$ cat src/sspq_pkg.sv
// ----------------------------------------------------------------------------
// sspq_pkg
// Shared widths, request and status codes, default sizes and the command
// bundle passed from the controller to the datapath of the sorted queue.
// ----------------------------------------------------------------------------
package sspq_pkg;

    // port field widths
    localparam int PRIO_W   = 8;
    localparam int PAY_W    = 16;
    localparam int STATUS_W = 2;
    localparam int OCC_W    = 5;

    // default sizes
    localparam int DEF_DEPTH        = 16;
    localparam int DEF_PRIO_BITS    = 8;
    localparam int DEF_PAYLOAD_BITS = 16;

    // request codes
    localparam logic REQ_INSERT = 1'b0;
    localparam logic REQ_POP    = 1'b1;

    // status codes
    localparam logic [STATUS_W-1:0] ST_DONE  = 2'd0;
    localparam logic [STATUS_W-1:0] ST_FULL  = 2'd1;
    localparam logic [STATUS_W-1:0] ST_EMPTY = 2'd2;

    // controller to datapath commands
    typedef struct packed {
        logic capture;  // latch the incoming request beat
        logic commit;   // update the cells and load the result
    } t_cmd;

endpackage

$ cat src/stable_sorted_priority_queue_core.sv
// ----------------------------------------------------------------------------
// stable_sorted_priority_queue_core
// Sorted priority queue with first-in first-out order among equal
// priorities, built as a controller and a row of compare-and-shift cells.
// ----------------------------------------------------------------------------
// The controller takes each request beat; once the result register is free,
// every cell compares against the new priority in parallel, the cells from
// the insert point on (or the whole row on a pop) shift by one place, and the
// result beat is loaded. A result that waits downstream does not block: the
// next request is taken meanwhile, and it commits once the waiting result
// has gone. The result shows status, popped entry, head and occupancy after
// the request. Storage holds DEPTH entries and needs no clearing after reset.
// ----------------------------------------------------------------------------
module stable_sorted_priority_queue_core #(
    parameter int DEPTH        = sspq_pkg::DEF_DEPTH,
    parameter int PRIO_BITS    = sspq_pkg::DEF_PRIO_BITS,
    parameter int PAYLOAD_BITS = sspq_pkg::DEF_PAYLOAD_BITS
) (
    input  logic                          i_clk,
    input  logic                          i_rst_n,
    input  logic                          i_in_valid,
    output logic                          o_in_stall,
    input  logic                          i_req_type,
    input  logic [sspq_pkg::PRIO_W-1:0]   i_priority_req,
    input  logic [sspq_pkg::PAY_W-1:0]    i_payload,
    output logic                          o_out_valid,
    input  logic                          i_out_stall,
    output logic [sspq_pkg::STATUS_W-1:0] o_status,
    output logic [sspq_pkg::PAY_W-1:0]    o_popped_payload,
    output logic [sspq_pkg::PRIO_W-1:0]   o_popped_priority,
    output logic                          o_head_valid,
    output logic [sspq_pkg::PAY_W-1:0]    o_head_payload,
    output logic [sspq_pkg::OCC_W-1:0]    o_occupancy
);

    sspq_pkg::t_cmd w_cmd;

    // controller
    sspq_ctrl u_ctrl (
        .i_clk       (i_clk),
        .i_rst_n     (i_rst_n),
        .i_in_valid  (i_in_valid),
        .o_in_stall  (o_in_stall),
        .o_out_valid (o_out_valid),
        .i_out_stall (i_out_stall),
        .o_cmd       (w_cmd)
    );

    // datapath
    sspq_datapath #(
        .DEPTH        (DEPTH),
        .PRIO_BITS    (PRIO_BITS),
        .PAYLOAD_BITS (PAYLOAD_BITS)
    ) u_datapath (
        .i_clk             (i_clk),
        .i_rst_n           (i_rst_n),
        .i_cmd             (w_cmd),
        .i_req_type        (i_req_type),
        .i_priority_req    (i_priority_req),
        .i_payload         (i_payload),
        .o_status          (o_status),
        .o_popped_payload  (o_popped_payload),
        .o_popped_priority (o_popped_priority),
        .o_head_valid      (o_head_valid),
        .o_head_payload    (o_head_payload),
        .o_occupancy       (o_occupancy)
    );

    // capture and commit never coincide
    a_cmd_excl: assert property (@(posedge i_clk) disable iff (!i_rst_n)
        !(w_cmd.capture && w_cmd.commit))
        else $error("capture and commit in the same cycle");

    // a commit always presents a result beat
    a_commit_out: assert property (@(posedge i_clk) disable iff (!i_rst_n)
        w_cmd.commit |=> o_out_valid)
        else $error("commit without result beat");

    // a commit never overwrites a result beat still stalled
    a_no_overwrite: assert property (@(posedge i_clk) disable iff (!i_rst_n)
        o_out_valid && i_out_stall |-> !w_cmd.commit)
        else $error("result overwritten while stalled");

    // a pop from empty leaves the queue empty
    a_empty_head: assert property (@(posedge i_clk) disable iff (!i_rst_n)
        o_out_valid && (o_status == sspq_pkg::ST_EMPTY) |-> !o_head_valid)
        else $error("empty status with a head entry");

    // a refused insert shows a full queue
    a_full_occ: assert property (@(posedge i_clk) disable iff (!i_rst_n)
        o_out_valid && (o_status == sspq_pkg::ST_FULL) |-> o_head_valid)
        else $error("full status with no head entry");

endmodule

$ cat src/sspq_ctrl.sv
// ----------------------------------------------------------------------------
// sspq_ctrl
// Controller: sequences request capture and commit, and owns the valid
// flag of the result register so a new request can be taken while the
// previous result waits downstream.
// ----------------------------------------------------------------------------
module sspq_ctrl (
    input  logic          i_clk,
    input  logic          i_rst_n,
    input  logic          i_in_valid,
    output logic          o_in_stall,
    output logic          o_out_valid,
    input  logic          i_out_stall,
    output sspq_pkg::t_cmd o_cmd
);

    localparam logic S_IDLE = 1'b0;
    localparam logic S_EXEC = 1'b1;

    logic r_state;
    logic n_state;
    logic r_out_valid;
    logic n_out_valid;
    logic w_out_free;

    // result register can take a new beat
    assign w_out_free = !r_out_valid || !i_out_stall;

    // next state and commands
    always_comb begin
        n_state       = r_state;
        o_cmd.capture = 1'b0;
        o_cmd.commit  = 1'b0;
        case (r_state)
            S_IDLE: begin
                if (i_in_valid) begin
                    o_cmd.capture = 1'b1;
                    n_state       = S_EXEC;
                end
            end
            S_EXEC: begin
                if (w_out_free) begin
                    o_cmd.commit = 1'b1;
                    n_state      = S_IDLE;
                end
            end
            default: begin
                n_state = S_IDLE;
            end
        endcase
    end

    // result valid flag
    always_comb begin
        n_out_valid = r_out_valid;
        if (o_cmd.commit) begin
            n_out_valid = 1'b1;
        end else if (!i_out_stall) begin
            n_out_valid = 1'b0;
        end
    end

    always_ff @(posedge i_clk) begin
        if (!i_rst_n) begin
            r_state     <= S_IDLE;
            r_out_valid <= 1'b0;
        end else begin
            r_state     <= n_state;
            r_out_valid <= n_out_valid;
        end
    end

    assign o_in_stall  = (r_state != S_IDLE);
    assign o_out_valid = r_out_valid;

endmodule

$ cat src/sspq_datapath.sv
// ----------------------------------------------------------------------------
// sspq_datapath
// Datapath: request latch, a row of sorted cells with the head in cell 0,
// the entry count and the result register. All cells compare against the new
// priority at once; those from the insert point on (all on pop) shift by one.
// ----------------------------------------------------------------------------
module sspq_datapath #(
    parameter int DEPTH        = sspq_pkg::DEF_DEPTH,
    parameter int PRIO_BITS    = sspq_pkg::DEF_PRIO_BITS,
    parameter int PAYLOAD_BITS = sspq_pkg::DEF_PAYLOAD_BITS
) (
    input  logic                          i_clk,
    input  logic                          i_rst_n,
    input  sspq_pkg::t_cmd                i_cmd,
    input  logic                          i_req_type,
    input  logic [sspq_pkg::PRIO_W-1:0]   i_priority_req,
    input  logic [sspq_pkg::PAY_W-1:0]    i_payload,
    output logic [sspq_pkg::STATUS_W-1:0] o_status,
    output logic [sspq_pkg::PAY_W-1:0]    o_popped_payload,
    output logic [sspq_pkg::PRIO_W-1:0]   o_popped_priority,
    output logic                          o_head_valid,
    output logic [sspq_pkg::PAY_W-1:0]    o_head_payload,
    output logic [sspq_pkg::OCC_W-1:0]    o_occupancy
);

    localparam int CNT_W = $clog2(DEPTH + 1);

    // latched request
    logic                    r_req_type;
    logic [PRIO_BITS-1:0]    r_prio;
    logic [PAYLOAD_BITS-1:0] r_pay;

    // cells and count
    logic [PRIO_BITS-1:0]    r_slot_prio [DEPTH];
    logic [PAYLOAD_BITS-1:0] r_slot_pay  [DEPTH];
    logic [PRIO_BITS-1:0]    n_slot_prio [DEPTH];
    logic [PAYLOAD_BITS-1:0] n_slot_pay  [DEPTH];
    logic [CNT_W-1:0]        r_count;
    logic [CNT_W-1:0]        n_count;

    // result register
    logic [sspq_pkg::STATUS_W-1:0] r_status;
    logic [sspq_pkg::STATUS_W-1:0] n_status;
    logic [PAYLOAD_BITS-1:0]       r_pop_pay;
    logic [PAYLOAD_BITS-1:0]       n_pop_pay;
    logic [PRIO_BITS-1:0]          r_pop_prio;
    logic [PRIO_BITS-1:0]          n_pop_prio;

    logic             w_ge [DEPTH];
    logic             w_full;
    logic             w_empty;
    logic             w_do_ins;
    logic             w_do_pop;
    logic [31:0]      w_in_prio_ext;
    logic [31:0]      w_in_pay_ext;

    // keep only the stored bits of the request fields
    assign w_in_prio_ext = 32'(i_priority_req);
    assign w_in_pay_ext  = 32'(i_payload);

    always_ff @(posedge i_clk) begin
        if (i_cmd.capture) begin
            r_req_type <= i_req_type;
            r_prio     <= w_in_prio_ext[PRIO_BITS-1:0];
            r_pay      <= w_in_pay_ext[PAYLOAD_BITS-1:0];
        end
    end

    assign w_full   = (r_count == CNT_W'(DEPTH));
    assign w_empty  = (r_count == '0);
    assign w_do_ins = (r_req_type == sspq_pkg::REQ_INSERT) && !w_full;
    assign w_do_pop = (r_req_type == sspq_pkg::REQ_POP) && !w_empty;

    // per cell: held entry that stays ahead of the new one
    always_comb begin
        for (int i = 0; i < DEPTH; i++) begin
            w_ge[i] = (CNT_W'(i) < r_count) && (r_slot_prio[i] >= r_prio);
        end
    end

    // next cell contents
    always_comb begin
        for (int i = 0; i < DEPTH; i++) begin
            n_slot_prio[i] = r_slot_prio[i];
            n_slot_pay[i]  = r_slot_pay[i];
        end
        if (w_do_ins) begin
            if (!w_ge[0]) begin
                n_slot_prio[0] = r_prio;
                n_slot_pay[0]  = r_pay;
            end
            for (int i = 1; i < DEPTH; i++) begin
                if (!w_ge[i]) begin
                    if (w_ge[i-1]) begin
                        n_slot_prio[i] = r_prio;
                        n_slot_pay[i]  = r_pay;
                    end else begin
                        n_slot_prio[i] = r_slot_prio[i-1];
                        n_slot_pay[i]  = r_slot_pay[i-1];
                    end
                end
            end
        end else if (w_do_pop) begin
            for (int i = 0; i < DEPTH - 1; i++) begin
                n_slot_prio[i] = r_slot_prio[i+1];
                n_slot_pay[i]  = r_slot_pay[i+1];
            end
        end
    end

    // count and result
    always_comb begin
        n_count    = r_count;
        n_status   = sspq_pkg::ST_DONE;
        n_pop_pay  = '0;
        n_pop_prio = '0;
        if (r_req_type == sspq_pkg::REQ_INSERT) begin
            if (w_full) begin
                n_status = sspq_pkg::ST_FULL;
            end else begin
                n_count = r_count + 1'b1;
            end
        end else begin
            if (w_empty) begin
                n_status = sspq_pkg::ST_EMPTY;
            end else begin
                n_count    = r_count - 1'b1;
                n_pop_pay  = r_slot_pay[0];
                n_pop_prio = r_slot_prio[0];
            end
        end
    end

    always_ff @(posedge i_clk) begin
        if (i_cmd.commit) begin
            for (int i = 0; i < DEPTH; i++) begin
                r_slot_prio[i] <= n_slot_prio[i];
                r_slot_pay[i]  <= n_slot_pay[i];
            end
            r_status   <= n_status;
            r_pop_pay  <= n_pop_pay;
            r_pop_prio <= n_pop_prio;
        end
    end

    always_ff @(posedge i_clk) begin
        if (!i_rst_n) begin
            r_count <= '0;
        end else if (i_cmd.commit) begin
            r_count <= n_count;
        end
    end

    // result beat: head and count only change at the next commit
    logic [31:0] w_pop_pay_ext;
    logic [31:0] w_pop_prio_ext;
    logic [31:0] w_head_pay_ext;
    logic [31:0] w_count_ext;

    assign w_pop_pay_ext  = 32'(r_pop_pay);
    assign w_pop_prio_ext = 32'(r_pop_prio);
    assign w_head_pay_ext = w_empty ? 32'd0 : 32'(r_slot_pay[0]);
    assign w_count_ext    = 32'(r_count);

    assign o_status          = r_status;
    assign o_popped_payload  = w_pop_pay_ext[sspq_pkg::PAY_W-1:0];
    assign o_popped_priority = w_pop_prio_ext[sspq_pkg::PRIO_W-1:0];
    assign o_head_valid      = !w_empty;
    assign o_head_payload    = w_head_pay_ext[sspq_pkg::PAY_W-1:0];
    assign o_occupancy       = w_count_ext[sspq_pkg::OCC_W-1:0];

endmodule
$ cat config.mk
export PLATFORM = sky130hd
export DESIGN_NAME = stable_sorted_priority_queue_core
export DESIGN_NICKNAME = d
export VERILOG_FILES = /design/src/sspq_pkg.sv /design/src/stable_sorted_priority_queue_core.sv /design/src/sspq_ctrl.sv /design/src/sspq_datapath.sv
export SDC_FILE = /design/constraint.sdc
export NUM_CORES = 1
export LEC_CHECK = 0
export BUFFER_PORTS_ARGS = -buffer_cell sky130_fd_sc_hd__buf_2
export CORE_UTILIZATION = 40
export DETAILED_ROUTE_END_ITERATION = 6
export PLACE_DENSITY_LB_ADDON = 0.15
export SETUP_SLACK_MARGIN = 0.1
export SLEW_MARGIN = 20
export SYNTH_ARGS = -nofsm -noshare
export SYNTH_HDL_FRONTEND = slang
export SYNTH_SLANG_ARGS = --single-unit
$ cat constraint.sdc
create_clock -name i_clk -period 12.1 [get_ports i_clk]
set_clock_uncertainty 0.1 [all_clocks]
set_input_delay 1.21 -clock i_clk [delete_from_list [all_inputs] [get_ports i_clk]]
set_output_delay 1.21 -clock i_clk [all_outputs]
set_load 0.01 [all_outputs]
==> results of run 1 <==
-- Yosys cell counts (all sizes together) (6+ instances only) --
cell    number
dfxtp        7
a31oi       19
nor2        47
and3        30
inv         27
a211oi       6
a21o        17
nor2b       20
buf        106
o211ai     444
clkbuf     116
mux2        25
nand3       13
ha         132
edfxtp     435
a21oi       53
or2          7
and2        29
nand4      211
nand2      433
o21ai       23
nand2b       8
nor3        11
-- cell type report --
cell class / count / area [um2]
Inverter: 28 / 105
Fill cell: 5880 / 34300
Sequential cell: 442 / 13200
Timing Repair Buffer: 126 / 754
Clock inverter: 26 / 231
Multi-Input combinational cell: 1567 / 10700
Tap cell: 837 / 1050
Clock buffer: 64 / 1350
-- worst paths after layout --
check / from / end / cells after the start
min reg2reg: u_datapath.r_slot_pay[1][113] / u_datapath.r_slot_pay[1][97] / 2
min: u_datapath.r_slot_pay[1][113] / u_datapath.r_slot_pay[1][97] / 2
max: u_datapath.o_occupancy[4] / u_datapath.r_slot_prio[0][27] / 7
max reg2reg: u_datapath.o_occupancy[4] / u_datapath.r_slot_prio[0][27] / 7
-- state kept, by name, indices dropped and copies added, names as in the netlist --
| signal | cells |
|---|---|
| u_datapath.r_slot_pay | 256 |
| u_datapath.o_status | 2 |
| u_datapath.o_popped_payload | 16 |
| u_datapath.o_occupancy | 5 |
| u_ctrl.o_out_valid | 1 |
| u_ctrl.o_in_stall | 1 |
| u_datapath.o_popped_priority | 8 |
| u_datapath.r_req_type | 1 |
| u_datapath.r_prio | 8 |
| u_datapath.r_slot_prio | 128 |
| u_datapath.r_pay | 16 |
-- power breakdown --
| part | switching [mW] | total, mW | internal [mW] |
|---|---|---|---|
| Combinational | 0.513 | 0.768 | 0.256 |
| Clock | 0.623 | 1.49 | 0.867 |
| Sequential | 0.0897 | 1.97 | 1.88 |
| Total | 1.23 | 4.23 | 3.00 |
-- routing by layer --
layer	track usage	share of wire	vias to the layer above
met4	0.0465	0.016	0
met1	0.288	0.47	8808
li1	-	-	8741
met5	0	0	-
met2	0.324	0.46	541
met3	0.0224	0.048	79
-- critical path: cells and delay by family (launching register included) --
kind | cells | cell delay, ps
buffers and inverters | 3 | 1770
and+or+nand+nor | 3 | 1280
DFF | 1 | 870
AOI/OAI and AO/OA | 1 | 110
-- logic make-up (layout without fill, tap and decap cells) --
logic type	after synthesis	count (layout)	synth area share
compound gates	591	591	0.186
xor+xnor	5	5	0.00176
fa+ha+maj	132	132	0.0664
flops	442	442	0.531
mux	26	26	0.0119
simple gates	813	813	0.157
buf+inv	250	244	0.0461
==> results.yml, run 1 <==
status:
  status: "finished, final reports clean"
timing:
  finalSetupViolCount: 0
  final_max_slew_viol_count: 0
  timing.final.crit_share: 0.376
  fin_ws_ps: 7550
  max_freq_mhz: 220
  tightest_slew_ps: 1080
  rsz0062_at_grt: "no"
  period_needed_ps: 4550
  hold_ws_ps: 442
  hold_violations: 0
  slew_headroom: 0.278
  tns_ps: 0
floorplan:
  start_util: 0.404
  core_um2: 61600
  die_area_um2: 63200
  rows: 91
  pin_count: 79
  die_x_um: 251
  die_h_um: 251
global_routing:
  grtUsageTotal: 0.201
  antenna_found_initial: 0
  grt_max_degree: 107
  grt_pass1_vias: 17900
  overflow: 0
  grt_first_pass_wirelength_um: 102000
logic_synthesis:
  synthFlopType: "edfxtp_1"
  syn_area_um2: 24900
  ys_seq_area_frac: 0.531
  synth_edf_count: 435
  yosys.area.top_type: "edfxtp_1"
  ys_types: 61
  syn_nets: 2420
  synthArstFlopShare: 0
  ys.warnings.count: 0
  avgSynthCellArea_um2: 11.0
  synth.top_cell.area_share: 0.525
  synth-seq-cells: 442
  yosys-top-cells-area: "edfxtp_1 53%, o211ai_1 12%, ha_1 6.6%"
  netlist_instances: 2259
worst_setup_path:
  path_cells: "nand4bb_1 -> nand2b_4 -> buf_4 -> buf_4 -> a21oi_1 -> nor2_2 -> buf_4"
  cp_slowest_cell: "dfxtp_1"
  worst_setup_path_end_kind: "register"
  path_class: "reg2reg"
  r2r_setup_slack_ps: 7550
  crit_path_max_incr_delay_ps: 870
  crit_top_cell: "buf_4"
  start_kind: "register"
  cp_max_fo: 92
  worstPathArrival_ps: 4710
  required_ps: 12260
finish:
  mostFrequentLayoutCells: "435 x edfxtp_1, 431 x nand2_1, 404 x o211ai_1, 211 x nand4_1, 132 x ha_1"
  diodes: 0
  final_nets: 2377
  fin_area_um2: 27300
  mostFrequentLayoutCell: "edfxtp_1"
  layout-drive-gt1-share: 0.136
  area_delta_synth_final_pct: 9.95
  fin_cells: 3090
  finalCoreUtilization: 0.444
clock_network:
  htree_levels: 2
  clk_pin_slew_ps: 60
  tritoncts: "yes"
  clkSinkCount: 442
  ctsHoldBuffers: 0
  cts_root_buffer: "clkbuf_16"
  clock_latency_ps: 600
  cts_max_path_buffers: 3
  postCtsSetupBuffers: 0
  cts_buffers: 51
  post_cts_resized: 0
placement:
  dpl.hpwl_um: 45400
  portBuffers: 78
  placed_cell_area_um2: 25700
  placed_cells: 3000
  place_ws_ps: 7490
  gp_congestion: 0.787
detailed_routing:
  routed-via-count: 18200
  ant_nets: 0
  drt_iter0_markers: 1483
  viasPerCell: 5.88
  routedWlPerCell_um: 20.8
  drtPass1Iterations: 6
  remaining_drc_errors: 0
  wl_um: 64400
flow_run:
  cap_violations: 0
worst_hold_path:
  hp-class: "reg2reg"
power:
  p_per_area_nw_per_um2: 155
  total_power_mw: 4.23
  p_leak_nw: 9.58
  ir_worst_vdd_v: 0.000110
Power figures use the tool's default switching activity.
==> run 2: changes to the inputs <==
==> constraint.sdc (replaced) <==
create_clock -name i_clk -period 4.2 [get_ports i_clk]
set_clock_uncertainty 0.1 [all_clocks]
set_input_delay 0.42 -clock i_clk [delete_from_list [all_inputs] [get_ports i_clk]]
set_output_delay 0.42 -clock i_clk [all_outputs]
set_load 0.01 [all_outputs]
==> results.yml, run 2 (synthesized netlist as in run 1, its figures left out) <==
status:
  status: "finished, final reports clean"
finish:
  layout-drive-gt1-share: 0.153
  mostFrequentLayoutCells: "435 x edfxtp_1, 431 x nand2_1, 404 x o211ai_1, 211 x nand4_1, 132 x ha_1"
  mostFrequentLayoutCell: "edfxtp_1"
  top_regs: "u_datapath.r_slot_pay (256), u_datapath.r_slot_prio (128)"
  largest_reg_flops: 256
  multi_input_area_um2: 10600
  fin_cells: 3170
  regMostFlops: "u_datapath.r_slot_pay"
  area_delta_synth_final_pct: 12.4
  fillers: 5904
  seqCellArea_um2: 13200
  final_nets: 2453
floorplan:
  start_util: 0.404
  die_x_um: 251
  die_area_um2: 63200
  core_um2: 61600
  rows: 91
  die_h_um: 251
  pin_count: 79
placement:
  placed_cells: 3048
  place_ws_ps: 833
  gp_congestion: 0.849
  portBuffers: 78
  dpl.hpwl_um: 47000
clock_network:
  cts_max_path_buffers: 3
  tritoncts: "yes"
  postCtsSetupBuffers: 0
  post_cts_resized: 0
  htree_levels: 2
  cts_buffers: 51
  clk_pin_slew_ps: 60
  cts_root_buffer: "clkbuf_16"
  clkSinkCount: 442
  clock_latency_ps: 610
power:
  p_per_area_nw_per_um2: 435
  ir_worst_vdd_v: 0.000339
  p_leak_nw: 9.92
timing:
  period_needed_ps: 3360
  max_freq_mhz: 297
  tns_ps: 0
  fin_ws_ps: 835
  final_max_slew_viol_count: 0
  slew_headroom: 0.296
  hold_violations: 0
  tightest_slew_ps: 1060
  timing.final.crit_share: 0.801
  rsz0062_at_grt: "no"
  finalSetupViolCount: 0
worst_hold_path:
  hp-class: "in2reg"
global_routing:
  grt_pass1_vias: 18200
  grt_max_degree: 129
  overflow: 0
  grt_first_pass_wirelength_um: 103000
  grtUsageTotal: 0.203
  antenna_found_initial: 0
worst_setup_path:
  start_kind: "register"
  r2r_setup_slack_ps: 840
  r2r_start: "u_datapath.r_prio[1]"
  worstPathArrival_ps: 3580
  path_class: "reg2reg"
  cp_max_fo: 23
  required_ps: 4410
  r2r-end: "u_datapath.r_slot_pay[1][16]"
  worst_setup_path_end_kind: "register"
  r2r_cells: 8
  startpoint: "u_datapath.r_prio[1]"
  crit_path_end: "u_datapath.r_slot_pay[1][16]"
detailed_routing:
  remaining_drc_errors: 0
  wl_um: 65000
  routedWlPerCell_um: 20.5
  drt_iter0_markers: 1343
  drtPass1Iterations: 5
  routed-via-count: 18300
  viasPerCell: 5.78
  ant_nets: 0
flow_run:
  cap_violations: 0
## run 2: cell count changes in the layout (fill, tap and decap cells not counted), moves of 2 or more
cell	before	now
nor2_4	11	1
buf_4	47	91
clkinv_2	6	9
bufinv_16	4	2
nor2_2	7	17
buf_12	0	5
clkbuf_1	12	15
dlygate4sd3_1	0	28
## run 2: layout make-up
class	count	area share
inverters	28	0.00376
clock inverters	26	0.00653
diodes	1	0.0000895
well taps	837	0.0375
repair buffers	202	0.0520
multi-input cells	1567	0.379
clock buffers	67	0.0486
flip-flops and latches	442	0.472
## run 2: through the flow
stage / hold slack [ps] / utilization / area, um2 / total power, mW
floorplan: 414 / - / 24900 / 7.31
global placement: 421 / 0.424 / 26100 / 7.98
detailed placement: 428 / 0.424 / 26100 / 8.05
CTS: 2.48 / 0.454 / 28000 / 12.3
global route: 77.8 / 0.454 / 28000 / 12.7
finish: 64.3 / 0.454 / 28000 / 12.2
## run 2: how the worst min path moves through the flow
stage | from | cells after the start | to
finish | i_out_stall | 3 | u_ctrl.o_out_valid
CTS | i_out_stall | 3 | u_ctrl.o_out_valid
global route | i_out_stall | 3 | u_ctrl.o_out_valid
detailed placement | u_datapath.r_slot_pay[1][125] | 2 | u_datapath.r_slot_pay[1][109]
global placement | u_datapath.r_slot_pay[1][123] | 2 | u_datapath.r_slot_pay[1][107]
floorplan | u_datapath.r_slot_pay[1][116] | 2 | u_datapath.r_slot_pay[1][100]
## run 2: repair_timing
| action | in CTS | in global routing |
|---|---|---|
| endpoints found under the setup margin | 0 | 0 |
| endpoints found under the hold margin | 31 | 0 |
| hold buffers | 28 | 0 |
## run 2: power breakdown
group	switching, mW	internal (mW)	leakage [nW]
Clock	1.78	2.39	0.752
Combinational	1.51	0.813	5.07
Sequential	0.249	5.42	4.10
## run 2: routing by layer
| metal | wire length, um | GRT usage | share of wire |
|---|---|---|---|
| met5 | 0 | 0 | 0 |
| met4 | 1190 | 0.0497 | 0.018 |
| met3 | 3080 | 0.0255 | 0.047 |
| met2 | 30200 | 0.333 | 0.47 |
| met1 | 30500 | 0.284 | 0.47 |
## run 2: critical path: stages, from the launching register on
cell	delay (ps)
edfxtp_1	410
inv_1	620
ha_1	370
nor2b_1	130
o211a_1	230
o311ai_4	510
and2_1	200
buf_4	330
o211ai_1	150
